## src/sv/fla_pkg.sv

```systemverilog
package fla_pkg;

  localparam int IDX_W            = 13;
  localparam int BYTES_W          = 16;
  localparam int NEED_W           = BYTES_W + 1;
  localparam int ARENA_UNITS_DEF  = 4096;
  localparam int HEADER_BYTES_DEF = 16;

  typedef logic [IDX_W-1:0] idx_t;

  typedef struct packed {
    idx_t rd_addr;
    logic sz_we;
    idx_t sz_waddr;
    idx_t sz_wdata;
    logic nx_we;
    idx_t nx_waddr;
    idx_t nx_wdata;
  } mem_req_t;

  typedef enum logic [3:0] {
    ST_IDLE,
    ST_A_FIRST,
    ST_A_WALK,
    ST_A_SPLIT2,
    ST_F_WALK,
    ST_F_RDNX,
    ST_F_RDBP,
    ST_F_LOWER,
    ST_DONE
  } state_t;

endpackage

```

## src/sv/fla_ctrl.sv

```systemverilog
module fla_ctrl #(
  parameter int ARENA_UNITS  = fla_pkg::ARENA_UNITS_DEF,
  parameter int HEADER_BYTES = fla_pkg::HEADER_BYTES_DEF
) (
  input  logic                           clk,
  input  logic                           rst_n,
  input  logic                           in_valid,
  output logic                           in_ready,
  input  logic                           operation,
  input  logic [fla_pkg::BYTES_W-1:0]    request_bytes,
  input  fla_pkg::idx_t                  block_address,
  output logic                           out_valid,
  input  logic                           out_ready,
  output fla_pkg::idx_t                  granted_address,
  output logic                           alloc_failed,
  output fla_pkg::mem_req_t              req,
  input  fla_pkg::idx_t                  sz_rd,
  input  fla_pkg::idx_t                  nx_rd
);

  localparam int W1       = fla_pkg::IDX_W + 1;
  localparam int STEP_W   = $clog2(ARENA_UNITS + 3) + 1;
  localparam int SH       = fla_pkg::NEED_W + $clog2(HEADER_BYTES);
  localparam longint RECIP = ((longint'(1) << SH) + HEADER_BYTES - 1) / HEADER_BYTES;
  localparam int RECIP_W  = SH + 1;
  localparam int PROD_W   = fla_pkg::NEED_W + RECIP_W;

  fla_pkg::state_t state_r, state_nxt;
  fla_pkg::idx_t rover_r, rover_nxt, prev_r, prev_nxt, p_r, p_nxt, bp_r, bp_nxt;
  fla_pkg::idx_t nx_r, nx_nxt, szp_r, szp_nxt, sznx_r, sznx_nxt, nxnx_r, nxnx_nxt;
  fla_pkg::idx_t newsz_r, newsz_nxt, newnext_r, newnext_nxt, q_r, q_nxt;
  fla_pkg::idx_t grant_r, grant_nxt, out_addr_r, out_addr_nxt;
  logic fail_r, fail_nxt, out_fail_r, out_fail_nxt, out_valid_r, out_valid_nxt;
  logic [fla_pkg::NEED_W-1:0] need_r, need_nxt;
  logic [STEP_W-1:0] steps_r, steps_nxt;

  logic [fla_pkg::NEED_W-1:0] bytes_up;
  logic [PROD_W-1:0]          prod;
  fla_pkg::idx_t              lk, rest;
  logic [W1-1:0]              qsum, upsum, losum;
  logic                       last_step;

  function automatic fla_pkg::idx_t link(fla_pkg::idx_t x);
    return (W1'(x) <= W1'(ARENA_UNITS)) ? x : '0;
  endfunction

  assign bytes_up  = fla_pkg::NEED_W'(request_bytes) + fla_pkg::NEED_W'(HEADER_BYTES - 1);
  assign prod      = PROD_W'(bytes_up) * PROD_W'(RECIP);
  assign lk        = link(nx_rd);
  assign rest      = fla_pkg::idx_t'(fla_pkg::NEED_W'(sz_rd) - need_r);
  assign qsum      = W1'(p_r) + W1'(rest);
  assign upsum     = W1'(bp_r) + W1'(sz_rd);
  assign losum     = W1'(p_r) + W1'(szp_r);
  assign last_step = (steps_r == STEP_W'(ARENA_UNITS + 1));

  always_ff @(posedge clk) begin
    if (!rst_n) begin
      state_r     <= fla_pkg::ST_IDLE;
      rover_r     <= '0;
      out_valid_r <= 1'b0;
    end else begin
      state_r     <= state_nxt;
      rover_r     <= rover_nxt;
      out_valid_r <= out_valid_nxt;
    end
  end

  always_ff @(posedge clk) begin
    prev_r     <= prev_nxt;
    p_r        <= p_nxt;
    bp_r       <= bp_nxt;
    nx_r       <= nx_nxt;
    szp_r      <= szp_nxt;
    sznx_r     <= sznx_nxt;
    nxnx_r     <= nxnx_nxt;
    newsz_r    <= newsz_nxt;
    newnext_r  <= newnext_nxt;
    q_r        <= q_nxt;
    grant_r    <= grant_nxt;
    fail_r     <= fail_nxt;
    need_r     <= need_nxt;
    steps_r    <= steps_nxt;
    out_addr_r <= out_addr_nxt;
    out_fail_r <= out_fail_nxt;
  end

  always_comb begin
    state_nxt     = state_r;
    rover_nxt     = rover_r;
    prev_nxt      = prev_r;
    p_nxt         = p_r;
    bp_nxt        = bp_r;
    nx_nxt        = nx_r;
    szp_nxt       = szp_r;
    sznx_nxt      = sznx_r;
    nxnx_nxt      = nxnx_r;
    newsz_nxt     = newsz_r;
    newnext_nxt   = newnext_r;
    q_nxt         = q_r;
    grant_nxt     = grant_r;
    fail_nxt      = fail_r;
    need_nxt      = need_r;
    steps_nxt     = steps_r;
    out_addr_nxt  = out_addr_r;
    out_fail_nxt  = out_fail_r;
    out_valid_nxt = out_valid_r;
    in_ready      = 1'b0;
    req           = '0;
    req.rd_addr   = p_r;

    if (out_valid_r && out_ready) out_valid_nxt = 1'b0;

    case (state_r)
      fla_pkg::ST_IDLE: begin
        in_ready    = 1'b1;
        req.rd_addr = rover_r;
        grant_nxt   = '0;
        fail_nxt    = 1'b0;
        steps_nxt   = '0;
        p_nxt       = rover_r;
        prev_nxt    = rover_r;
        if (in_valid) begin
          if (!operation) begin
            need_nxt  = fla_pkg::NEED_W'(prod >> SH) + fla_pkg::NEED_W'(1);
            state_nxt = fla_pkg::ST_A_FIRST;
          end else begin
            bp_nxt = block_address - fla_pkg::idx_t'(1);
            if (block_address < fla_pkg::idx_t'(2) ||
                (W1'(block_address) - W1'(1)) > W1'(ARENA_UNITS)) begin
              state_nxt = fla_pkg::ST_DONE;
            end else begin
              state_nxt = fla_pkg::ST_F_WALK;
            end
          end
        end
      end

      fla_pkg::ST_A_FIRST: begin
        p_nxt       = lk;
        req.rd_addr = lk;
        state_nxt   = fla_pkg::ST_A_WALK;
      end

      fla_pkg::ST_A_WALK: begin
        if (fla_pkg::NEED_W'(sz_rd) == need_r) begin
          req.nx_we    = 1'b1;
          req.nx_waddr = prev_r;
          req.nx_wdata = lk;
          rover_nxt    = prev_r;
          grant_nxt    = p_r + fla_pkg::idx_t'(1);
          state_nxt    = fla_pkg::ST_DONE;
        end else if (fla_pkg::NEED_W'(sz_rd) > need_r && qsum <= W1'(ARENA_UNITS)) begin
          req.sz_we    = 1'b1;
          req.sz_waddr = p_r;
          req.sz_wdata = rest;
          q_nxt        = fla_pkg::idx_t'(qsum);
          rover_nxt    = prev_r;
          grant_nxt    = fla_pkg::idx_t'(qsum) + fla_pkg::idx_t'(1);
          state_nxt    = fla_pkg::ST_A_SPLIT2;
        end else if (p_r == rover_r || last_step) begin
          fail_nxt  = 1'b1;
          state_nxt = fla_pkg::ST_DONE;
        end else begin
          prev_nxt    = p_r;
          p_nxt       = lk;
          req.rd_addr = lk;
          steps_nxt   = steps_r + STEP_W'(1);
        end
      end

      fla_pkg::ST_A_SPLIT2: begin
        req.sz_we    = 1'b1;
        req.sz_waddr = q_r;
        req.sz_wdata = fla_pkg::idx_t'(need_r);
        state_nxt    = fla_pkg::ST_DONE;
      end

      fla_pkg::ST_F_WALK: begin
        nx_nxt  = lk;
        szp_nxt = sz_rd;
        if ((bp_r > p_r && bp_r < lk) || (p_r >= lk && (bp_r > p_r || bp_r < lk))) begin
          req.rd_addr = lk;
          state_nxt   = fla_pkg::ST_F_RDNX;
        end else if (last_step) begin
          state_nxt = fla_pkg::ST_DONE;
        end else begin
          p_nxt       = lk;
          req.rd_addr = lk;
          steps_nxt   = steps_r + STEP_W'(1);
        end
      end

      fla_pkg::ST_F_RDNX: begin
        sznx_nxt    = sz_rd;
        nxnx_nxt    = lk;
        req.rd_addr = bp_r;
        state_nxt   = fla_pkg::ST_F_RDBP;
      end

      fla_pkg::ST_F_RDBP: begin
        if (upsum == W1'(nx_r)) begin
          newsz_nxt   = sz_rd + sznx_r;
          newnext_nxt = nxnx_r;
        end else begin
          newsz_nxt   = sz_rd;
          newnext_nxt = nx_r;
        end
        req.sz_we    = 1'b1;
        req.sz_waddr = bp_r;
        req.sz_wdata = newsz_nxt;
        req.nx_we    = 1'b1;
        req.nx_waddr = bp_r;
        req.nx_wdata = newnext_nxt;
        state_nxt    = fla_pkg::ST_F_LOWER;
      end

      fla_pkg::ST_F_LOWER: begin
        req.nx_we    = 1'b1;
        req.nx_waddr = p_r;
        if (losum == W1'(bp_r)) begin
          req.sz_we    = 1'b1;
          req.sz_waddr = p_r;
          req.sz_wdata = szp_r + newsz_r;
          req.nx_wdata = link(newnext_r);
        end else begin
          req.nx_wdata = bp_r;
        end
        rover_nxt = p_r;
        state_nxt = fla_pkg::ST_DONE;
      end

      fla_pkg::ST_DONE: begin
        if (!out_valid_r || out_ready) begin
          out_valid_nxt = 1'b1;
          out_addr_nxt  = grant_r;
          out_fail_nxt  = fail_r;
          state_nxt     = fla_pkg::ST_IDLE;
        end
      end

      default: begin
        state_nxt = fla_pkg::ST_IDLE;
      end
    endcase
  end

  assign out_valid       = out_valid_r;
  assign granted_address = out_addr_r;
  assign alloc_failed    = out_fail_r;

endmodule

```

## config.mk

```make
export PLATFORM = sky130hd
export DESIGN_NAME = fla_ctrl
export DESIGN_NICKNAME = d
export VERILOG_FILES = /design/src/sv/fla_pkg.sv /design/src/sv/fla_ctrl.sv
export SDC_FILE = /design/constraint.sdc
export NUM_CORES = 1
export LEC_CHECK = 0
export BUFFER_PORTS_ARGS = -buffer_cell sky130_fd_sc_hd__buf_2
export CAP_MARGIN = 20
export CELL_PAD_IN_SITES_DETAIL_PLACEMENT = 0
export CELL_PAD_IN_SITES_GLOBAL_PLACEMENT = 1
export CORE_ASPECT_RATIO = 1.5
export CORE_MARGIN = 2
export CORE_UTILIZATION = 41
export DETAILED_ROUTE_END_ITERATION = 10
export HOLD_SLACK_MARGIN = 0.06
export PLACE_DENSITY_LB_ADDON = 0.1
export SLEW_MARGIN = 15
export SYNTH_ARGS = -nofsm -noshare
export SYNTH_HDL_FRONTEND = slang
export SYNTH_SLANG_ARGS = --single-unit
```

## constraint.sdc

```tcl
create_clock -name clk -period 9.95 [get_ports clk]
set_input_delay 0 -clock clk [delete_from_list [all_inputs] [get_ports clk]]
set_output_delay 0 -clock clk [all_outputs]
set_load 0.02 [all_outputs]
```

==> run_results.csv <==
group,metric,value,unit
sta,tns,0,ns
setup_path,required,9.95,ns
logic_synthesis,synth-edff-count,186,
logic_synthesis,syn-cell-area,0.0162,sq mm
clock_network,cts_tree,"built",
global_route,grt_overflow,0,
sta,grt_setup_unrepaired,"false",
layout,drive_gt1_share,13.9,%
layout,final_cells,2463,
sta,fin_crit_sh,64.8,%
floorplan,fp.dieW,166,um
logic_synthesis,ys_seq_area_share,36.6,%
clock_network,cts_buffer_depth,3,
floorplan,die_y,248,um
logic_synthesis,syn_nets,1950,
setup_path,crit_slowest_cell,"inv_2",
logic_synthesis,ys_ff_latch,204,
floorplan,num_rows,89,
floorplan,core_area,0.0392,sq mm
logic_synthesis,ys.flop_type,"edfxtp_1",
clock_network,cts.reportedPaths.clkPinSlew,0.06,ns
layout,area_delta_synth_final,16.3,%
logic_synthesis,synth.distinct_cells,93,
setup_path,endpoint_kind,"output port",
detailed_routing,wl,65200,um
pwr,power.density,229,mW/mm^2
floorplan,pin_count,143,
layout,nets,2134,
placed_design,gp_congestion,0.920,
setup_path,crit_path_max_fanout,37,
detailed_routing,drt-pass1-iter-count,5,
setup_path,worstSetupPathType,"reg -> out",
detailed_routing,post_drt_wl_per_cell,26.5,um
detailed_routing,vias,15486,
clock_network,cts.sinks,204,
status,status,"finished clean",
sta,worst_slew_pin_slew,1.15,ns
logic_synthesis,syn_inst,1764,
setup_path,cp_top_family,"compound AO/OA/AOI/OAI gates",
run,cap_violations,0,
logic_synthesis,synth_top_area_share,34.4,%
worst_hold_path,hold_class,"in -> reg",
sta,hold_viol_final,0,
clock_network,clkLatencyLatePin,0.56,ns
placed_design,portBuffers,142,
global_route,grt_max_degree,56,
clock_network,ctsRootBufferMaster,"clkbuf_16",
pwr,p_leak,7.74,nW
detailed_routing,viasPerCell,6.29,
setup_path,critical_path.most_common_cell,"ha_1",
sta,fmaxAchievable,155,MHz
placed_design,dpl_worst_slack,4.05,ns
placed_design,hpwlAfterDp,48100,um
clock_network,cts_buffers,23,
sta,finalSetupViolCount,0,
clock_network,cts_setup_buffers,0,
detailed_routing,ant_nets,0,
setup_path,start_kind,"register",
sta,finalMaxSlewViolations,0,
logic_synthesis,yosys.area.top_type,"edfxtp_1",
pwr,peakVddDrop,0.157,mV
layout,n_antenna_cell,0,
floorplan,die-area,0.0412,sq mm
global_route,track_usage,30.7,%
logic_synthesis,ys_async_sr_fraction,0,%
clock_network,ctsResizeCount,0,
logic_synthesis,ys_warn_count,0,
setup_path,critPathMaxStageDelay,0.69,ns
setup_path,worstPathCellList,"inv_1 -> ha_1 -> nor2b_1 -> o21ai_0 -> a21boi_0 -> or4_1 -> nand3_1 -> nand3b_1 -> xor2_1 -> ha_1 -> nor2_1 -> a2111oi_0 -> nand3_2 -> o41ai_4 -> nand3_4 -> inv_2 -> or2_4 -> a221o_1 -> buf_2",
detailed_routing,drtIter0Drc,1553,
global_route,grt_pass1_wl,95200,um
clock_network,cts.htree.levels,1,
setup_path,worstPathArrival,6.45,ns
setup_path,cp_num_buf_inv,3,
global_route,grt_antenna_before_repair,0,
global_route,grt_pass1_vias,15040,
logic_synthesis,synth_area_leaders,"edfxtp_1 34%, ha_1 9.3%, xnor2_1 4.2%, o21ai_0 3.9%, nand2_1 3.2%",
sta,fin_ws,3.50,ns
detailed_routing,drc,0,
sta,min_period,6.45,ns
floorplan,start_util,41.4,%
sta,fin_skew,0.0216,ns
placed_design,dp.cells,2360,
logic_synthesis,postSynthAreaPerCell,9.20,sq um
sta,relSlewSlack,23.1,%
==> power breakdown <==
part | internal, W | switching [W] | leakage (nW)
logic | 0.000752 | 0.00141 | 5.44
registers | 0.00114 | 0.000162 | 1.96
clock network | 0.000477 | 0.000378 | 0.343
total | 0.00237 | 0.00195 | 7.74
==> stage by stage <==
step / power [W] / hold WS [ns] / area (sq um) / utilization, %
2_1_floorplan: 0.00268 / 0.0989 / 16200 / -
3_3_place_gp: 0.00339 / 0.266 / 17500 / 44.7
3_5_place_dp: 0.00340 / 0.279 / 17500 / 44.7
4_1_cts: 0.00429 / 0.0614 / 18900 / 48.1
5_1_grt: 0.00453 / 0.0967 / 18900 / 48.1
6_report: 0.00432 / 0.0804 / 18900 / 48.1
==> per-layer routing <==
| layer | vias up | GRT usage (%) | wire (um) |
|---|---|---|---|
| met3 | 229 | 3.68 | 4120 |
| met5 | - | 0 | 0 |
| met2 | 691 | 54.4 | 32200 |
| met1 | 7527 | 34.9 | 24100 |
| met4 | 0 | 19.9 | 4780 |
| li1 | 7039 | - | - |
==> registers in the layout, indices dropped and copies added, names as in the netlist <==
signal,flops
out_valid,1
sznx_r,13
szp_r,13
newnext_r,13
granted_address,13
state_r,4
nx_r,13
alloc_failed,1
bp_r,13
need_r,14
q_r,13
grant_r,13
p_r,13
newsz_r,13
steps_r,14
fail_r,1
rover_r,13
prev_r,13
nxnx_r,13
==> layout make-up <==
cell class / count / area [sq um]
well taps: 500 / 626
multi-input cells: 1375 / 9590
fillers: 3816 / 20300
inverters: 102 / 383
repair buffers: 242 / 1610
clock inverters: 12 / 119
clock buffers: 28 / 594
flip-flops and latches: 204 / 5950
==> cell usage in the layout (no fill, tap or decap), types with 23 or more instances in the layout <==
master,count
o21ai_0,126
nand3_1,68
buf_4,37
a21oi_1,93
dlygate4sd3_1,62
nor3_1,46
edfxtp_1,186
and3_1,24
ha_1,120
clkbuf_16,23
xor2_1,53
a21o_1,26
nand2_1,138
nor2_1,123
inv_1,97
a211oi_1,23
xnor2_1,78
nand2b_1,31
a221oi_1,32
buf_2,143
==> what timing repair did <==
action	4_1_cts	5_1_grt
hold buffers	62	0
setup endpoints to repair	0	0
endpoints found under the hold margin	96	0
==> worst register-to-register path, cell delays in order, from the launching register on <==
cell and delay (ns):
edfxtp_1 0.43, inv_1 0.08, ha_1 0.23, nor2b_1 0.13, o21ai_0 0.22, a21boi_0 0.20, or4_1 0.46, nand3_1 0.11
nand3b_1 0.09, xor2_1 0.31, ha_1 0.40, nor2_1 0.06, a2111oi_0 0.53, nand3_2 0.23, o41ai_4 0.62, nand3_4 0.30
inv_2 0.69, o21ai_0 0.23, a31oi_1 0.20
==> cells in the mapped netlist, types with 22 or more instances <==
library cell and number:
and3_1 24, clkbuf_1 66, nor3_1 47, a21o_1 26, nand2b_1 31, xnor2_1 78, o21ai_0 126, a31oi_1 22
ha_1 120, a211oi_1 23, a221oi_1 32, xor2_1 53, nor2_1 126, a21oi_1 93, inv_1 98, nand3_1 68
nand2_1 139, edfxtp_1 186
==> final timing paths <==
kind / start / to / slack, ns / cells after the start
worst min-delay path: in_valid / state_r[0]$_SDFFE_PN0P_ / 0.08 / 5
worst min register to register: grant_r[5]$_SDFFCE_PN0P_ / granted_address[5]$_DFFE_PP_ / 0.42 / 0
worst max register to register: need_r[1]$_DFFE_PP_ / rover_r[1]$_SDFFE_PN0P_ / 4.36 / 18
worst max-delay path: need_r[1]$_DFFE_PP_ / req[49] / 3.50 / 19
==> kinds of logic (layout without fill, tap and decap cells) <==
kind of cell,after synthesis,after routing,share of synthesized area [%]
compound gates,518,518,22.3
fa+ha+maj,129,129,10.2
buf+inv,185,384,4.49
other cells,1,1,0.0231
xor+xnor,131,131,7.07
flops,204,204,36.6
mux,26,26,1.70
simple gates,570,570,17.6
Note: power is estimated with default switching activity, not from simulation.
